<file path="config.mk">
export PLATFORM = sky130hd
export DESIGN_NAME = sem_ram
export DESIGN_NICKNAME = d
export VERILOG_FILES = /design/src/sem_ram.sv
export SDC_FILE = /design/constraint.sdc
export NUM_CORES = 1
export LEC_CHECK = 0
export ABC_AREA = 1
export BUFFER_PORTS_ARGS = -buffer_cell sky130_fd_sc_hd__buf_2
export CORE_MARGIN = 5
export CORE_UTILIZATION = 60
export DETAILED_ROUTE_END_ITERATION = 10
export PLACE_DENSITY = 0.87
export SETUP_SLACK_MARGIN = 0.15
export SYNTH_ARGS = -nofsm -noshare
export SYNTH_HDL_FRONTEND = slang
export SYNTH_SLANG_ARGS = --single-unit
</file>
<file path="constraint.sdc">
create_clock -name clock -period 1.4 [get_ports clock]
set_input_delay 0.14 -clock clock [delete_from_list [all_inputs] [get_ports clock]]
set_output_delay 0.14 -clock clock [all_outputs]
set_load 0.02 [all_outputs]
</file>
<file path="src/sem_ram.sv">
// ----------------------------------------------------------------------------
// sem_ram: generic single-port-write, single-port-read RAM
// One write and one registered read per cycle.
// ----------------------------------------------------------------------------
module sem_ram #(
   parameter int WIDTH = 8,
   parameter int DEPTH = 16
) (
   input  logic                     clock,
   input  logic                     wr_en,
   input  logic [$clog2(DEPTH)-1:0] wr_addr,
   input  logic [WIDTH-1:0]         wr_data,
   input  logic                     rd_en,
   input  logic [$clog2(DEPTH)-1:0] rd_addr,
   output logic [WIDTH-1:0]         rd_data
);
   logic [WIDTH-1:0] mem [DEPTH];

   always_ff @(posedge clock) begin
      if (wr_en) begin
         mem[wr_addr] <= wr_data;
      end
      if (rd_en) begin
         rd_data <= mem[rd_addr];
      end
   end
endmodule

</file>
==> metrics <==
status=finished, final reports clean; layout cell share with drive strength beyond 1=0.1344; crit end category=primary output; ys flop type=edfxtp_1; commonest cells in the netlist=nand2_1 (173), edfxtp_1 (136), inv_1 (100); gr ovfl total=0; CTS Buf Count=17; count of cell types in the netlist=11; highest metal used=met4; wire length per cell=between 15 and 20 µm; crit-path max cell delay=0.45 ns; antenna cells=0; initial DRC count=between 400 and 500; 1st-pass router iterations=5; Worst Hold End=mem[4][1]; Worst Clk Skew=0.004056 ns; Final Setup Violations=0; Crit Reg-Reg Endpoint=rd_data[5]; setup bufs post-CTS=0; pin count of the biggest net entering global routing=approximately 50; Worst Max-Slew Pin Slew=roughly 0.60 ns; dpl cells=~700; Metal-1 WL=about 4.8 mm; sw frac=0.2070; Setup CP Type=register to primary output; Worst EP arrival=1.14 ns; Comb power frac=0.060; # DRC=0; core region area=9639 µm²; crit path launch type=register; maxcap violations=0; first-pass GRT wire length=between 20 and 25 mm; die area=11,820 µm²; most frequent cell after synthesis=nand2_1; CTS tree=yes; dominant cell type by area after synthesis=edfxtp_1; # IOs=27; register area=approximately 4100 µm²; RSZ-0062 raised after global routing=true; sequential share of power=0.469; NetSw=a little over 2 mW; P_int=7.822 mW; Min-Delay Path Class=input port to register; GP Congestion=0.9797; Seq/Total Area, Yosys=0.6985; #FFs+latches synth=about 140; Final Slew Violations=0; r2r setup slk=0.23 ns; vias in the first global route=4,013; Total Routing Usage GR=0.2367; setup tns final=0 ns; clk slew on worst S/H paths=~0.06 ns; routed length on met3=1.135 mm; RR Startpoint=mem[4][5]; multi-input logic area=approximately 1200 µm²; syn nets=570; fmax=between 0.7 and 0.8 GHz; final wirelength=12.76 mm; final hold violation count=0; cell depth of the worst flop-to-flop path=6; routed vias=around 4,000; power share of the clock group=0.471; Worst IR Drop VDD=around 1.0 mV; post-route insts no fill=between 700 and 800; number of buffers added on ports=26; post-synth top area share=0.6985; Worst Hold Launch=wr_data[1]; Initial Util=0.6066; Clock Latency Late Sink=between 0.5 and 0.6 ns; die height=between 100 and 150 µm; leakage=~3.0 nW; Synth async-reset ratio=0; cell count after synthesis=551; Clock Tree Buf Depth=2; Avg Vias per Cell=about 5.4; CP Cell Sequence=buf_6; EDFF count, synth=roughly 140; initial antenna violation count=0; syn avg cell area=about 11 µm²; CP bufs+invs=1; met2 WL=around 6.3 mm; Area contributors post-synth=edfxtp_1 (70%), nand2_1 (11%), nand3_1 (8.3%); Final period util=0.9164; CTS H-Tree Depth=4; Layout Area Growth over Synthesis=17.18%; CP top delay family=flip-flops; pwr/cell area=approximately 1400 nW/µm²; synthesized cell area=5847 µm²; Period minus WS final=about 1.3 ns; CP Max Fanout=1; CTS root buf=clkbuf_8; Slowest cell on crit path=edfxtp_1; Critical Path RT=around 1.3 ns; Final Power=9.864 mW; nets@finish=between 600 and 700; # fillers=roughly 630; Post-DRT Antenna Nets=0; Hold Path Stages=1; HPWL after detailed placement=7.991 mm; DIE WIDTH=between 100 and 150 µm; row count=36; clk sinks=between 100 and 150; YS warnings=0; Slew HR=0.5982
==> placed cells by master (no fill, tap or decap) <==
cell / Yosys / final
inv_1: 100 / 100
dlygate4sd3_1: 0 / 1
clkinv_1: 0 / 2
clkinv_4: 0 / 2
bufinv_16: 0 / 5
nand2_1: 173 / 173
clkbuf_8: 0 / 1
buf_12: 0 / 2
clkinvlp_4: 0 / 2
nand3_1: 97 / 96
edfxtp_1: 136 / 136
clkinv_2: 0 / 3
inv_2: 2 / 2
clkbuf_16: 0 / 16
clkbuf_1: 0 / 1
nand3_2: 0 / 1
buf_6: 6 / 5
buf_4: 4 / 22
buf_2: 13 / 21
nand3b_1: 2 / 2
nor2_1: 17 / 17
==> stage by stage <==
step	instance area [µm²]	hold slack, ns	setup WS (ns)	utilization
after floorplan	5847	0.2389	0.3092	-
after global placement	6182	0.5039	0.07897	0.6414
after detailed placement	6182	0.5130	0.05550	0.6414
after CTS	6840	0.01051	0.1141	0.7096
after global routing	6852	0.01615	0.09893	0.7108
final	6852	0.02983	0.1170	0.7108
==> flip-flops by register name (all words and copies together), names as in the netlist <==
name	cells
mem	128
rd_data	8
==> layout make-up <==
| type | count | area share |
|---|---|---|
| clock buffers | 18 | 0.06099 |
| clock inverters | 14 | 0.02995 |
| inverters | 102 | 0.05588 |
| multi-input cells | 289 | 0.1779 |
| flip-flops and latches | 136 | 0.5961 |
| well taps | 133 | 0.02429 |
| repair buffers | 51 | 0.05497 |
==> power groups by stage <==
stage                     Combinational (mW)  Clock (mW)  Sequential (mW)
after floorplan                        0.322           0             4.72
after global placement                 0.542           0             4.70
after detailed placement               0.564           0             4.70
after CTS                              0.584        4.68             4.62
after global routing                   0.653        4.87             4.63
final                                  0.594        4.65             4.62
==> worst max path at each step <==
stage | startpoint | to | slack (ns) | cells after the start
4_1_cts | rd_data[3] | rd_data[3] | 0.11 | 1
5_1_grt | rd_data[6] | rd_data[6] | 0.1 | 1
6_report | rd_data[6] | rd_data[6] | 0.12 | 1
3_5_place_dp | rd_addr[1] | rd_data[3] | 0.06 | 6
2_1_floorplan | wr_addr[2] | mem[10][0] | 0.31 | 2
3_3_place_gp | rd_addr[0] | rd_data[5] | 0.08 | 8
==> logic make-up (layout without fill, tap and decap cells) <==
| group | after synthesis | in the layout | share of synthesized area |
|---|---|---|---|
| buffers and inverters | 126 | 185 | 0.09394 |
| flip-flops | 136 | 136 | 0.6985 |
| AND/OR/NAND/NOR | 289 | 289 | 0.2076 |
==> per-layer routing <==
layer	vias up	track usage
li1	1874	-
met1	1890	0.3016
met2	239	0.3910
met3	45	0.05565
met4	0	0.1010
met5	-	0
==> timing repair <==
item                                    4_1_cts  5_1_grt
endpoints found under the setup margin        4        6
gates resized for setup                       8        3
hold buffers                                  1        0
endpoints found under the hold margin         8        0
Power figures use the tool's default switching activity.
