$ cat config.mk
export PLATFORM = sky130hd
export DESIGN_NAME = sem_sqrt
export DESIGN_NICKNAME = d
export VERILOG_FILES = /design/src/sem_pkg.sv /design/src/sem_sqrt.sv
export SDC_FILE = /design/constraint.sdc
export NUM_CORES = 1
export LEC_CHECK = 0
export ABC_AREA = 1
export BUFFER_PORTS_ARGS = -buffer_cell sky130_fd_sc_hd__buf_2
export CORE_MARGIN = 10
export CORE_UTILIZATION = 45
export CTS_BUF_LIST = sky130_fd_sc_hd__clkbuf_16
export DETAILED_ROUTE_END_ITERATION = 12
export PLACE_DENSITY_LB_ADDON = 0.3
export RECOVER_POWER = 25
export SLEW_MARGIN = 10
export SYNTH_ARGS = -nofsm -noshare
export SYNTH_HDL_FRONTEND = slang
export SYNTH_SLANG_ARGS = --single-unit
$ cat constraint.sdc
create_clock -name clock -period 6.57 [get_ports clock]
set_input_delay 0.657 -clock clock [delete_from_list [all_inputs] [get_ports clock]]
set_output_delay 0.657 -clock clock [all_outputs]
set_load 0.01 [all_outputs]
$ cat src/sem_pkg.sv
// ----------------------------------------------------------------------------
// sem_pkg: shared constants for the Sobel edge magnitude block
// Register indexes, widths, reset values and the pixel kind codes.
// ----------------------------------------------------------------------------
package sem_pkg;

   localparam int MAX_WIDTH_DEF  = 1024;
   localparam int MAX_HEIGHT_DEF = 2048;

   localparam int CSR_IDX_W   = 8;
   localparam int CSR_DATA_W  = 32;
   localparam logic [CSR_IDX_W-1:0] REG_FRAME_WIDTH  = 8'd0;
   localparam logic [CSR_IDX_W-1:0] REG_FRAME_HEIGHT = 8'd1;

   localparam int FW_W = 11;
   localparam int FH_W = 12;
   localparam logic [FW_W-1:0] FRAME_WIDTH_RST  = 11'd1024;
   localparam logic [FH_W-1:0] FRAME_HEIGHT_RST = 12'd1024;

   localparam int PIX_W = 24;
   localparam int CH_W  = 8;

   localparam logic KIND_PIXEL = 1'b0;
   localparam logic KIND_PAD   = 1'b1;

endpackage

$ cat src/sem_sqrt.sv
// ----------------------------------------------------------------------------
// sem_sqrt: iterative rounded square root, saturated at 255
// One result bit per cycle, then a combinational rounding step.
// ----------------------------------------------------------------------------
module sem_sqrt
   import sem_pkg::*;
(
   input  logic            clock,
   input  logic            reset,
   input  logic            start,
   input  logic [17:0]     radicand,
   output logic            done,
   output logic [CH_W-1:0] root
);
   // radicand < 2^18, so root < 2^9
   logic [17:0] s_ff, s_in;
   logic [8:0]  n_ff, n_in;
   logic [3:0]  k_ff, k_in;
   logic        busy_ff, busy_in;
   logic [8:0]  t;
   logic [17:0] tsq;
   logic [18:0] nn;

   assign t   = n_ff | (9'd1 << k_ff);
   assign tsq = t * t;
   assign nn  = {10'd0, n_ff} * {10'd0, n_ff} + {10'd0, n_ff};

   always_comb begin
      s_in = s_ff; n_in = n_ff; k_in = k_ff; busy_in = busy_ff; done = 1'b0;
      if (start) begin
         s_in = radicand; n_in = '0; k_in = 4'd8; busy_in = 1'b1;
      end else if (busy_ff) begin
         if (k_ff == 4'hF) begin
            busy_in = 1'b0;
            done    = 1'b1;
         end else begin
            if (tsq <= s_ff) n_in = t;
            k_in = k_ff - 4'd1;
         end
      end
   end

   always_comb begin
      logic [9:0] r;
      r = {1'b0, n_ff} + ((({1'b0, s_ff}) > nn) ? 10'd1 : 10'd0);
      root = (r > 10'd255) ? 8'hFF : r[7:0];
   end

   always_ff @(posedge clock) begin
      if (reset) begin
         busy_ff <= 1'b0;
      end else begin
         busy_ff <= busy_in;
      end
      s_ff <= s_in; n_ff <= n_in; k_ff <= k_in;
   end
endmodule

==> qor.csv <==
stage,metric,value,unit
clocking,cts_tree,done,
sta,hold_ws,0.533,ns
grt,grt_max_degree,20,
die,die_w,143,µm
yosys,synth_warnings,0,
sta,post-route-period-util,111,%
placement,post-dp-hpwl,13.4,mm
sta,tightest_slew,0.454,ns
yosys,avgSynthCellArea,7.60,µm²
clocking,cts.htree.levels,2,
drt,vias,5709,
setup_path,critPathKind,reg2out,
placement,io_buffers,29,
placement,place.gp.congestion,0.877,
clocking,holdBufCountCts,0,
sta,slew-limit-headroom,69.6,%
cells_and_area,final_cells,1187,
cells_and_area,syn_to_final_growth,19.7,%
setup_path,rrSetupSlack,0.47,ns
drt,drc,0,
yosys,synth_fp_nets,1105,
run_status,status,"complete, but fails checks",
setup_path,crit_slowest_cell,fa_1,
yosys,ys_types,35,
clocking,insertion_delay,0.28,ns
yosys,synthTopCellsByArea,"ha_1, fa_1, inv_1, nand2_1, edfxtp_1",
die,core,0.0146,mm²
sta,finalSetupViolCount,8,
setup_path,worstPathArrival,6.64,ns
cells_and_area,final_nets,1217,
drt,drtAntennaViolNets,0,
yosys,synth_cells,890,
drt,viasPerCell,4.81,
drt,wl_per_cell,12.9,µm
yosys,yosysTopAreaCell,ha_1,
setup_path,cp.required,5.91,ns
grt,grt.overflow.total,0,
grt,antenna_found_initial,0,
cells_and_area,drive_above_1_share,17.1,%
cells_and_area,fillCellCount,1366,
cells_and_area,diodes,0,
run_status,violations,negative setup slack,
die,die_h,143,µm
sta,slew_viol_final,0,
setup_path,crit_path_max_incr_delay,0.57,ns
die,start_util,46.2,%
sta,worst_slack,-0.730,ns
placement,dp.cells,1174,
power_and_ir_drop,ir_drop,0.102,mV
yosys,yosysSeqAreaShare,12.1,%
clocking,clk_pin_slew,0.06,ns
clocking,cts_num_sinks,32,
yosys,synthArstFlopShare,0,%
flow_run,cap_violations,0,
grt,grt_pass1_vias,5831,
clocking,cts_inserted_buffers,5,
sta,finClkSkew,0.00755,ns
clocking,cts_max_path_buffers,2,
clocking,ctsRootBufferMaster,clkbuf_16,
drt,routed_wirelength,15.3,mm
power_and_ir_drop,cellPowerDensity,76.7,mW/mm²
drt,drt-pass1-iter-count,5,
grt,grt_pass1_wl,27.1,mm
yosys,synth_top_cell_area_share,22.6,%
drt,drt_iter0_drc,360,
sta,finalHoldViolations,0,
cells_and_area,utilization,55.3,%
setup_path,crit_top_cell,nand2_1,
die,ios,30,
sta,setup_tns,-5.74,ns
yosys,ys.flop_type,edfxtp_1,
setup_path,critical_path.max_fanout,8,
power_and_ir_drop,total_power,621,µW
sta,clock.fmax,0.137,GHz
die,die_area,0.0203,mm²
yosys,syn-cell-area,0.00677,mm²
setup_path,endpoint_kind,output pin,
sta,fin_crit,7.30,ns
power_and_ir_drop,leakagePower,4.96,nW
yosys,synth_edf_count,18,
setup_path,start_kind,flip-flop,
grt,gr-usage-all-layers,16.0,%
die,row_count,44,
hold_path,worstHoldPathType,in2reg,
yosys,ys_seq_elements,32,
sta,rsz0062_at_grt,yes,
[layout by cell type (no fill, tap or decap), types with 3 or more instances in the layout]
cell type    n
a21o_1       3
xnor2_1     14
a21oi_2      7
ha_1       116
nand2_2      6
nor2_1      44
clkinv_1     4
inv_2        6
fa_1        71
ha_4         6
nand4_1      6
a21oi_1     50
o21ai_2      4
o21bai_1     6
nand3_1     26
buf_4       88
inv_1      207
edfxtp_1    18
o21ai_0     17
nand2_1    204
clkbuf_16    5
dfxtp_2      4
buf_2       27
dfxtp_1      8
xor2_1      24
nor3_1       3
[sequential cells by signal, summed over array words and instances (netlist names)]
signal	flops
busy_ff	1
k_ff	4
n_ff	9
s_ff	18
[metal layers]
| layer | track usage, % | wire length (µm) | vias up | part of all wire [%] |
|---|---|---|---|---|
| met4 | 2.50 | 146 | 0 | 0.95 |
| li1 | - | - | 2967 | - |
| met1 | 22.5 | 7660 | 2626 | 50 |
| met2 | 25.7 | 6790 | 105 | 44 |
| met5 | 0 | 0 | - | 0 |
| met3 | 2.65 | 739 | 11 | 4.8 |
[worst max-delay path, delay by kind of cell (launching register included)]
| family | cells | cell delay [ns] |
|---|---|---|
| buf+inv | 8 | 0.60 |
| xor+xnor | 1 | 0.15 |
| flops | 1 | 0.37 |
| simple gates | 13 | 0.93 |
| compound gates | 8 | 0.96 |
| fa+ha+maj | 9 | 3.38 |
[power by group]
part	internal (mW)	switching, mW	total (mW)
registers	0.225	0.0119	0.237
logic	0.0709	0.0951	0.166
clock network	0.136	0.0822	0.218
[cell type report]
type	instances	area (µm²)	share of cell area, %
clock buffer	5	125	1.54
clock inverter	3	11.3	0.139
inverter	214	803	9.92
multi-input combinational	630	5240	64.7
sequential	32	833	10.3
tap	184	230	2.84
timing repair buffer	119	858	10.6
[metrics by stage]
step | worst slack (ns) | area [µm²]
2_1_floorplan | -0.284 | 6890
3_3_place_gp | -0.566 | 7810
3_5_place_dp | -0.662 | 7810
4_1_cts | -0.745 | 8070
5_1_grt | -1.19 | 8100
6_report | -0.730 | 8100
[worst paths after layout]
kind	startpoint	end	depth (start not counted)
hold reg to reg	k_ff[3]	k_ff[3]	2
setup / recovery	n_ff[5]	root[2]	39
setup reg to reg	k_ff[0]	n_ff[5]	27
hold / removal	reset	busy_ff	2
[cells by family (layout without fill, tap and decap cells)]
group / Yosys count / count (layout) / synth area share, %
adders and majority gates: 194 / 194 / 43.9
muxes: 1 / 1 / 0.166
and+or+nand+nor: 297 / 297 / 17.6
AOI/OAI and AO/OA: 99 / 99 / 8.34
xor gates and xnor gates: 39 / 39 / 5.05
buffers and inverters: 228 / 341 / 12.9
DFF: 32 / 32 / 12.1
[synthesized netlist by cell type, types with 4 or more instances]
cell,count
a21oi_1,57
buf_2,4
clkbuf_1,7
clkinv_1,4
dfxtp_1,14
edfxtp_1,18
fa_1,72
ha_1,122
inv_1,209
nand2_1,209
nand3_1,27
nand4_1,6
nor2_1,46
o21ai_0,19
o21bai_1,6
xnor2_1,15
xor2_1,24
[what timing repair did]
action / 4_1_cts / 5_1_grt
gates resized for setup: 16 / 10
setup endpoints to repair: 8 / 17
gates cloned: 0 / 0
setup buffers: 5 / 0
pin swaps: 16 / 7
Note: power is estimated with default switching activity, not from simulation.
